### src/design/wrms_pkg.sv
// Shared types and constants for the windowed RMS envelope core.
// Used by wrms_ctrl, wrms_datapath and windowed_rms_envelope_core; no dependencies.
package wrms_pkg;

  // Default field widths and reset window length
  localparam int SAMPLE_BITS_DEF = 16;
  localparam int WINDOW_BITS_DEF = 16;
  localparam int RMS_BITS        = 16;
  localparam int WINDOW_RESET    = 480;

  // Sum of squares width: exact for any window, capped at 64 bits (wraps there)
  function automatic int sum_width(input int sample_bits, input int window_bits);
    int w;
    begin
      w = 2 * sample_bits - 1 + window_bits;
      sum_width = (w > 64) ? 64 : w;
    end
  endfunction

  // Controller states
  typedef enum logic [2:0] {
    ST_TAKE,
    ST_FINISH,
    ST_DIV,
    ST_RLOAD,
    ST_ROOT,
    ST_EMIT
  } wrms_state_t;

  // Controller to datapath commands
  typedef struct packed {
    logic take;
    logic div_step;
    logic root_init;
    logic root_step;
    logic load_out;
  } wrms_cmd_t;

  // Datapath to controller status
  typedef struct packed {
    logic complete;
    logic out_free;
  } wrms_stat_t;

endpackage

### src/design/wrms_ctrl.sv
// Controller for the windowed RMS envelope core: sequences accumulate, divide,
// square root and result hand-off. Depends on wrms_pkg.
module wrms_ctrl #(
  parameter int SAMPLE_BITS = wrms_pkg::SAMPLE_BITS_DEF,
  parameter int WINDOW_BITS = wrms_pkg::WINDOW_BITS_DEF
) (
  input  logic                clk,
  input  logic                rst,
  input  logic                in_valid,
  input  wrms_pkg::wrms_stat_t stat,
  output wrms_pkg::wrms_cmd_t  cmd
);

  localparam int SUM_BITS  = wrms_pkg::sum_width(SAMPLE_BITS, WINDOW_BITS);
  localparam int ROOT_BITS = (SUM_BITS + 1) / 2;
  localparam int STEP_BITS = $clog2(SUM_BITS);

  wrms_pkg::wrms_state_t state, state_next;
  logic [STEP_BITS-1:0]  step, step_next;

  // State and step counter registers
  always_ff @(posedge clk) begin
    if (rst) begin
      state <= wrms_pkg::ST_TAKE;
      step  <= '0;
    end else begin
      state <= state_next;
      step  <= step_next;
    end
  end

  // Next state and commands
  always_comb begin
    state_next = state;
    step_next  = step;
    cmd        = '0;
    case (state)
      wrms_pkg::ST_TAKE: begin
        cmd.take = 1'b1;
        if (in_valid && stat.complete) begin
          state_next = wrms_pkg::ST_FINISH;
        end
      end
      wrms_pkg::ST_FINISH: begin
        // last square lands in the dividend this cycle
        step_next  = '0;
        state_next = wrms_pkg::ST_DIV;
      end
      wrms_pkg::ST_DIV: begin
        cmd.div_step = 1'b1;
        step_next    = step + STEP_BITS'(1);
        if (step == STEP_BITS'(SUM_BITS - 1)) begin
          state_next = wrms_pkg::ST_RLOAD;
        end
      end
      wrms_pkg::ST_RLOAD: begin
        cmd.root_init = 1'b1;
        step_next     = '0;
        state_next    = wrms_pkg::ST_ROOT;
      end
      wrms_pkg::ST_ROOT: begin
        cmd.root_step = 1'b1;
        step_next     = step + STEP_BITS'(1);
        if (step == STEP_BITS'(ROOT_BITS - 1)) begin
          state_next = wrms_pkg::ST_EMIT;
        end
      end
      wrms_pkg::ST_EMIT: begin
        if (stat.out_free) begin
          cmd.load_out = 1'b1;
          state_next   = wrms_pkg::ST_TAKE;
        end
      end
      default: begin
        state_next = wrms_pkg::ST_TAKE;
      end
    endcase
  end

endmodule

### src/design/wrms_datapath.sv
// Datapath of the windowed RMS envelope core: window length register, squarer,
// accumulator, restoring divider, digit-by-digit square root, output register.
// Depends on wrms_pkg.
module wrms_datapath #(
  parameter int SAMPLE_BITS = wrms_pkg::SAMPLE_BITS_DEF,
  parameter int WINDOW_BITS = wrms_pkg::WINDOW_BITS_DEF
) (
  input  logic                          clk,
  input  logic                          rst,
  input  logic signed [SAMPLE_BITS-1:0] sample,
  input  logic                          start_of_signal,
  input  logic                          in_valid,
  input  logic [15:0]                   window_length,
  input  logic                          cfg_valid,
  input  logic                          out_ready,
  output logic [wrms_pkg::RMS_BITS-1:0] rms_value,
  output logic                          out_valid,
  input  wrms_pkg::wrms_cmd_t           cmd,
  output wrms_pkg::wrms_stat_t          stat
);

  localparam int SUM_BITS  = wrms_pkg::sum_width(SAMPLE_BITS, WINDOW_BITS);
  localparam int CNT_BITS  = WINDOW_BITS + 1;
  localparam int SQ_BITS   = 2 * SAMPLE_BITS;
  localparam int ROOT_BITS = (SUM_BITS + 1) / 2;
  localparam int RAD_BITS  = 2 * ROOT_BITS;
  localparam int RMS_W     = wrms_pkg::RMS_BITS;

  logic [WINDOW_BITS-1:0] wlen;
  logic [CNT_BITS-1:0]    count;
  logic [CNT_BITS-1:0]    divisor;
  logic [SQ_BITS-1:0]     sq;
  logic                   sq_valid;
  logic                   sq_start;
  logic                   sq_complete;
  logic [SUM_BITS-1:0]    sum;
  logic [SUM_BITS-1:0]    quot;
  logic [CNT_BITS-1:0]    rem;
  logic [RAD_BITS-1:0]    rad;
  logic [ROOT_BITS-1:0]   root;
  logic [ROOT_BITS:0]     rrem;

  logic                   accept;
  logic [SAMPLE_BITS-1:0] raw;
  logic [SAMPLE_BITS-1:0] mag;
  logic [CNT_BITS-1:0]    len;
  logic [CNT_BITS-1:0]    cnt_inc;
  logic [SUM_BITS-1:0]    sum_total;
  logic [CNT_BITS:0]      dtrial;
  logic [CNT_BITS:0]      ddiff;
  logic                   dge;
  logic [ROOT_BITS+2:0]   rtrial;
  logic [ROOT_BITS+2:0]   rsub;
  logic [ROOT_BITS+2:0]   rdiff;
  logic                   rge;

  // Front end: magnitude, window count, completion
  always_comb begin
    accept  = in_valid & cmd.take;
    raw     = sample;
    mag     = raw[SAMPLE_BITS-1] ? ((~raw) + SAMPLE_BITS'(1)) : raw;
    len     = (wlen == '0) ? CNT_BITS'(1) : {1'b0, wlen};
    cnt_inc = (start_of_signal ? '0 : count) + CNT_BITS'(1);
    stat.complete = (cnt_inc >= len);
    stat.out_free = ~out_valid | out_ready;
  end

  // Accumulate, divider step and root step
  always_comb begin
    sum_total = (sq_start ? '0 : sum) + SUM_BITS'(sq);
    dtrial    = {rem, quot[SUM_BITS-1]};
    dge       = (dtrial >= {1'b0, divisor});
    ddiff     = dtrial - {1'b0, divisor};
    rtrial    = {rrem, rad[RAD_BITS-1 -: 2]};
    rsub      = {1'b0, root, 2'b01};
    rge       = (rtrial >= rsub);
    rdiff     = rtrial - rsub;
  end

  // Window length register
  always_ff @(posedge clk) begin
    if (rst) begin
      wlen <= WINDOW_BITS'(wrms_pkg::WINDOW_RESET);
    end else if (cfg_valid) begin
      wlen <= WINDOW_BITS'(window_length);
    end
  end

  // Square stage and window count
  always_ff @(posedge clk) begin
    if (rst) begin
      count       <= '0;
      sq_valid    <= 1'b0;
      sq_start    <= 1'b0;
      sq_complete <= 1'b0;
    end else begin
      sq_valid <= accept;
      if (accept) begin
        sq_start    <= start_of_signal;
        sq_complete <= stat.complete;
        count       <= stat.complete ? '0 : cnt_inc;
      end
    end
  end

  always_ff @(posedge clk) begin
    if (accept) begin
      sq <= mag * mag;
      if (stat.complete) begin
        divisor <= cnt_inc;
      end
    end
  end

  // Running sum of squares
  always_ff @(posedge clk) begin
    if (rst) begin
      sum <= '0;
    end else if (sq_valid) begin
      sum <= sq_complete ? '0 : sum_total;
    end
  end

  // Divider: load dividend on window end, then one quotient bit per cycle
  always_ff @(posedge clk) begin
    if (sq_valid && sq_complete) begin
      quot <= sum_total;
      rem  <= '0;
    end else if (cmd.div_step) begin
      quot <= {quot[SUM_BITS-2:0], dge};
      rem  <= dge ? ddiff[CNT_BITS-1:0] : dtrial[CNT_BITS-1:0];
    end
  end

  // Square root: one result bit per cycle
  always_ff @(posedge clk) begin
    if (cmd.root_init) begin
      rad  <= RAD_BITS'(quot);
      root <= '0;
      rrem <= '0;
    end else if (cmd.root_step) begin
      rad  <= rad << 2;
      root <= {root[ROOT_BITS-2:0], rge};
      rrem <= rge ? rdiff[ROOT_BITS:0] : rtrial[ROOT_BITS:0];
    end
  end

  // Output register
  always_ff @(posedge clk) begin
    if (rst) begin
      out_valid <= 1'b0;
    end else if (cmd.load_out) begin
      out_valid <= 1'b1;
    end else if (out_ready) begin
      out_valid <= 1'b0;
    end
  end

  always_ff @(posedge clk) begin
    if (cmd.load_out) begin
      rms_value <= RMS_W'(root);
    end
  end

endmodule

### src/design/windowed_rms_envelope_core.sv
// Top level of the windowed RMS envelope core: controller plus datapath.
// Depends on wrms_pkg, wrms_ctrl and wrms_datapath.
//
// Samples are taken one per cycle while a window fills. After the sample that
// closes a window, no sample is taken while the controller runs FINISH, the
// bit-serial divide over SUM = min(2*SAMPLE_BITS-1+WINDOW_BITS, 64) quotient
// bits, RLOAD, the square root over ROOT = ceil(SUM/2) result bits and EMIT,
// which waits for a previous result still in the output register. Samples
// keep flowing while that result waits to be taken. A start_of_signal sample
// drops the partial window. window_length 0 acts as 1; writes are taken at
// any time but belong between windows when the block is idle.
module windowed_rms_envelope_core #(
  parameter int SAMPLE_BITS = wrms_pkg::SAMPLE_BITS_DEF,
  parameter int WINDOW_BITS = wrms_pkg::WINDOW_BITS_DEF
) (
  input  logic                          clk,
  input  logic                          rst,
  input  logic signed [SAMPLE_BITS-1:0] sample,
  input  logic                          start_of_signal,
  input  logic                          in_valid,
  output logic                          in_ready,
  output logic [wrms_pkg::RMS_BITS-1:0] rms_value,
  output logic                          out_valid,
  input  logic                          out_ready,
  input  logic [15:0]                   window_length,
  input  logic                          cfg_valid,
  output logic                          cfg_ready
);

  wrms_pkg::wrms_cmd_t  cmd;
  wrms_pkg::wrms_stat_t stat;

  assign in_ready  = cmd.take;
  assign cfg_ready = 1'b1;

  wrms_ctrl #(
    .SAMPLE_BITS(SAMPLE_BITS),
    .WINDOW_BITS(WINDOW_BITS)
  ) u_ctrl (
    .clk      (clk),
    .rst      (rst),
    .in_valid (in_valid),
    .stat     (stat),
    .cmd      (cmd)
  );

  wrms_datapath #(
    .SAMPLE_BITS(SAMPLE_BITS),
    .WINDOW_BITS(WINDOW_BITS)
  ) u_datapath (
    .clk             (clk),
    .rst             (rst),
    .sample          (sample),
    .start_of_signal (start_of_signal),
    .in_valid        (in_valid),
    .window_length   (window_length),
    .cfg_valid       (cfg_valid),
    .out_ready       (out_ready),
    .rms_value       (rms_value),
    .out_valid       (out_valid),
    .cmd             (cmd),
    .stat            (stat)
  );

  // Never overwrite a result that has not been taken
  a_no_overwrite: assert property (@(posedge clk) disable iff (rst)
    cmd.load_out |-> (!out_valid || out_ready))
    else $error("result register overwritten while pending");

  // Hold off samples once a window closes
  a_stall_after_close: assert property (@(posedge clk) disable iff (rst)
    (in_valid && in_ready && stat.complete) |=> !in_ready)
    else $error("sample taken while window result is in progress");

  // Divider and root never run while samples are taken
  a_backend_exclusive: assert property (@(posedge clk) disable iff (rst)
    (cmd.div_step || cmd.root_step || cmd.root_init) |-> !in_ready)
    else $error("back end active while accepting samples");

endmodule
### config.mk
export PLATFORM = sky130hd
export DESIGN_NAME = windowed_rms_envelope_core
export DESIGN_NICKNAME = d
export VERILOG_FILES = /design/src/design/wrms_pkg.sv /design/src/design/wrms_ctrl.sv /design/src/design/wrms_datapath.sv /design/src/design/windowed_rms_envelope_core.sv
export SDC_FILE = /design/constraint.sdc
export NUM_CORES = 1
export LEC_CHECK = 0
export BUFFER_PORTS_ARGS = -buffer_cell sky130_fd_sc_hd__buf_2
export CORE_MARGIN = 2
export CORE_UTILIZATION = 35
export DETAILED_ROUTE_END_ITERATION = 10
export HOLD_SLACK_MARGIN = 0.03
export MAX_ROUTING_LAYER = met4
export SYNTH_ARGS = -nofsm -noshare
export SYNTH_HDL_FRONTEND = slang
export SYNTH_HIERARCHICAL = 1
export SYNTH_SLANG_ARGS = --single-unit
### constraint.sdc
create_clock -name clk -period 10.29 [get_ports clk]
set_input_delay 2.058 -clock clk [delete_from_list [all_inputs] [get_ports clk]]
set_output_delay 2.058 -clock clk [all_outputs]
set_load 0.02 [all_outputs]
==> flow_summary_export.csv <==
group,metric,value,unit
detailed_routing,wl_per_cell,14.8,µm
power,power.leakage,12.0,nW
critical_path,required,10570,ps
critical_path,max_stage_delay,540,ps
critical_path,path_buf_inv,9,
global_routing,grt_antenna_before_repair,0,
synth,yosysSeqAreaShare,31.6,%
layout,area_delta_synth_final,10.7,%
synth,ys_warn_count,6,
synth,synth_cell_types,93,
layout,drive_above_1_share,9.29,%
critical_path,path_class,"input pin to register",
cts,clkLatencyLatePin,540,ps
global_routing,grt_pass1_wl,94.8,mm
global_routing,grt_pass1_vias,18796,
cts,cts_buffer_depth,3,
layout,post-route-util,39.1,%
layout,nets,3125,
cts,htree_levels,2,
placement,gp_congestion,0.862,
synth,synth_ff_type,"dfxtp_1",
cts,tritoncts,"built",
job,cap_violations,0,
synth,synth_compound_area_share,14.2,%
synth,syn_inst,2690,
cts,clock_sinks,318,
critical_path,r2r_end,"u_datapath/count[5]",
synth,async_reset_ff_share,0,%
detailed_routing,wl_met2,25.0,mm
cts,post_cts_buffers,0,
synth,ys_ff_latch,318,
critical_path,r2r-start,"u_datapath/count[0]",
sta,max_freq,108,MHz
sta,tightest_slew,1160,ps
critical_path,critPathTopFamily,"adder cells",
detailed_routing,dr.pass1.iters,4,
status,run_status,"finished, final reports clean",
floorplanning,fp.dieH,272,µm
sta,period_share,89.9,%
detailed_routing,via_per_inst,4.97,
floorplanning,fp.dieW,272,µm
sta,fin_crit,9250,ps
floorplanning,ios,57,
worst_hold_path,hold_class,"register to register",
floorplanning,rows,98,
cts,path_clk_slew,60,ps
critical_path,cp-end-kind,"register",
global_routing,grt_max_degree,72,
cts,cts_root_buffer,"clkbuf_16",
sta,skew,15.2,ps
critical_path,crit_arrival,9520,ps
detailed_routing,wl,55.0,mm
critical_path,reg2regPathDepth,13,
synth,synth_fa_ha_area_share,22.8,%
detailed_routing,first_iter_violations,935,
floorplanning,core_area,71200,µm²
synth,synthXorXnorAreaFrac,4.18,%
placement,dp_hpwl,41.0,mm
sta,setup_viol,0,
synth,synth_edf_count,158,
critical_path,worstPathMaxFanout,8,
floorplanning,start_util,35.3,%
worst_hold_path,holdPathEnd,"u_datapath/sum[30]",
detailed_routing,route.met3.wl,1.75,mm
floorplanning,die-area,74000,µm²
layout,diodes,0,
critical_path,r2r_setup_slack,5950,ps
worst_hold_path,hp-start,"u_datapath/sum[30]",
detailed_routing,top_layer,"met4",
synth,syn_area,25100,µm²
worst_hold_path,hold_depth,2,
cts,cts-resized-gates,0,
detailed_routing,ant_nets,0,
sta,finalHoldViolCount,0,
layout,fill_cells,7096,
detailed_routing,vias,18399,
critical_path,slowest_stage,"fa_1",
global_routing,grt.overflow.total,0,
global_routing,grtUsageTotal,15.7,%
synth,synth_top_family_by_area,"adder cells",
cts,ctsHoldBuffers,0,
critical_path,critical_path.startpoint_type,"input pin",
cts,cts_made_buffers,36,
power,power_density,350,nW/µm²
detailed_routing,drc,0,
power,ir_drop,0.000399,V
sta,relSlewSlack,22.2,%
sta,slew_viol_final,0,
detailed_routing,wl_met1,27.2,mm
synth,synthSimpleGateAreaFrac,15.2,%
synth,synthMuxAreaShare,4.83,%
sta,grt_setup_unrepaired,"false",
sta,fin_setup_tns,0,ps
placement,port_buffers,55,
synth,avgSynthCellArea,9.35,µm²
-- final cells by class --
| class | instances | area [µm²] | share of cell area, % |
|---|---|---|---|
| clock inverters | 22 | 327 | 1.17 |
| clock buffers | 42 | 996 | 3.58 |
| inverters | 354 | 1330 | 4.78 |
| flip-flops and latches | 318 | 7950 | 28.6 |
| repair buffers | 91 | 546 | 1.96 |
| well taps | 950 | 1190 | 4.27 |
| multi-input cells | 1928 | 15500 | 55.7 |
-- layout by cell type, fill, tap and decap left out, types with 59 or more instances in the layout --
cell and count:
a21oi_1 115, o21ai_0 108, nor2_1 209, fa_1 168, mux2_2 59, xnor2_1 75, ha_1 190, edfxtp_1 158
inv_1 346, dfxtp_1 159, nand2_1 252
-- how the worst max path moves through the flow --
stage                     startpoint  slack, ps           endpoint  cells after the start
final                      sample[0]       1040  u_datapath/sq[31]                     29
after CTS                  sample[1]       1080  u_datapath/sq[31]                     29
after detailed placement   sample[5]        520  u_datapath/sq[31]                     28
after global placement     sample[5]        660  u_datapath/sq[28]                     28
after floorplan            sample[0]        700  u_datapath/sq[31]                     28
after global routing       sample[1]        580  u_datapath/sq[31]                     29
-- state kept, by name, indices dropped and copies added, names as in the netlist --
register	flops
u_datapath/rem	17
u_ctrl/state	3
u_ctrl/step	6
u_datapath/out_valid	1
u_datapath/sq	31
u_datapath/count	17
u_datapath/sum	47
u_datapath/sq_start	1
u_datapath/quot	47
u_datapath/divisor	17
u_datapath/sq_complete	1
u_datapath/rms_value	16
u_datapath/sq_valid	1
u_datapath/rrem	25
u_datapath/root	24
u_datapath/wlen	16
u_datapath/rad	48
-- worst register-to-register path: cells and delay by family (launching register included) --
kind                     cells  cell delay [ps]
AO/OA/AOI/OAI                6             1810
AND/OR/NAND/NOR              4             1510
adder cells (fa/ha/maj)      2              480
flip-flops                   1              360
buffers and inverters        1              120
-- through the flow --
step	power (mW)	instances	cell area [µm²]	hold slack, ps	setup WS [ps]
final	9.75	3705	27800	453	1040
after global routing	10.9	3705	27800	482	576
after CTS	9.84	3705	27800	460	1080
after detailed placement	8.34	3641	26500	441	521
after global placement	8.34	3641	26500	435	664
after floorplan	6.95	2700	25200	417	695
-- cell usage after synthesis, types with 59 or more instances --
master	n	area share [%]
nand2_1	253	3.8
inv_1	346	5.2
fa_1	168	13
dfxtp_1	160	13
o21ai_0	109	2.2
edfxtp_1	158	19
mux2_2	59	2.6
clkbuf_1	78	1.2
a21oi_1	115	2.3
ha_1	190	9.5
nor2_1	210	3.1
xnor2_1	75	2.6
-- where the power goes --
group | switching, mW | total, mW | internal [mW]
sequential | 0.0595 | 1.80 | 1.74
combinational | 3.75 | 6.52 | 2.77
clock | 0.542 | 1.44 | 0.897
-- routing by layer --
layer  track usage [%]  vias to the layer above
li1                  -                     9336
met1              21.2                     8726
met2              25.3                      261
met3              1.94                       76
met4              3.43                        0
met5                 -                        -
-- logic make-up (layout without fill, tap and decap cells) --
family	count (synthesis)	after routing
and+or+nand+nor	797	797
AOI/OAI and AO/OA	529	529
buffers and inverters	454	509
adders and majority gates	358	358
DFF	318	318
xor gates and xnor gates	117	117
muxes	114	114
other	3	13
No activity file was read; power rests on OpenSTA's default activity.
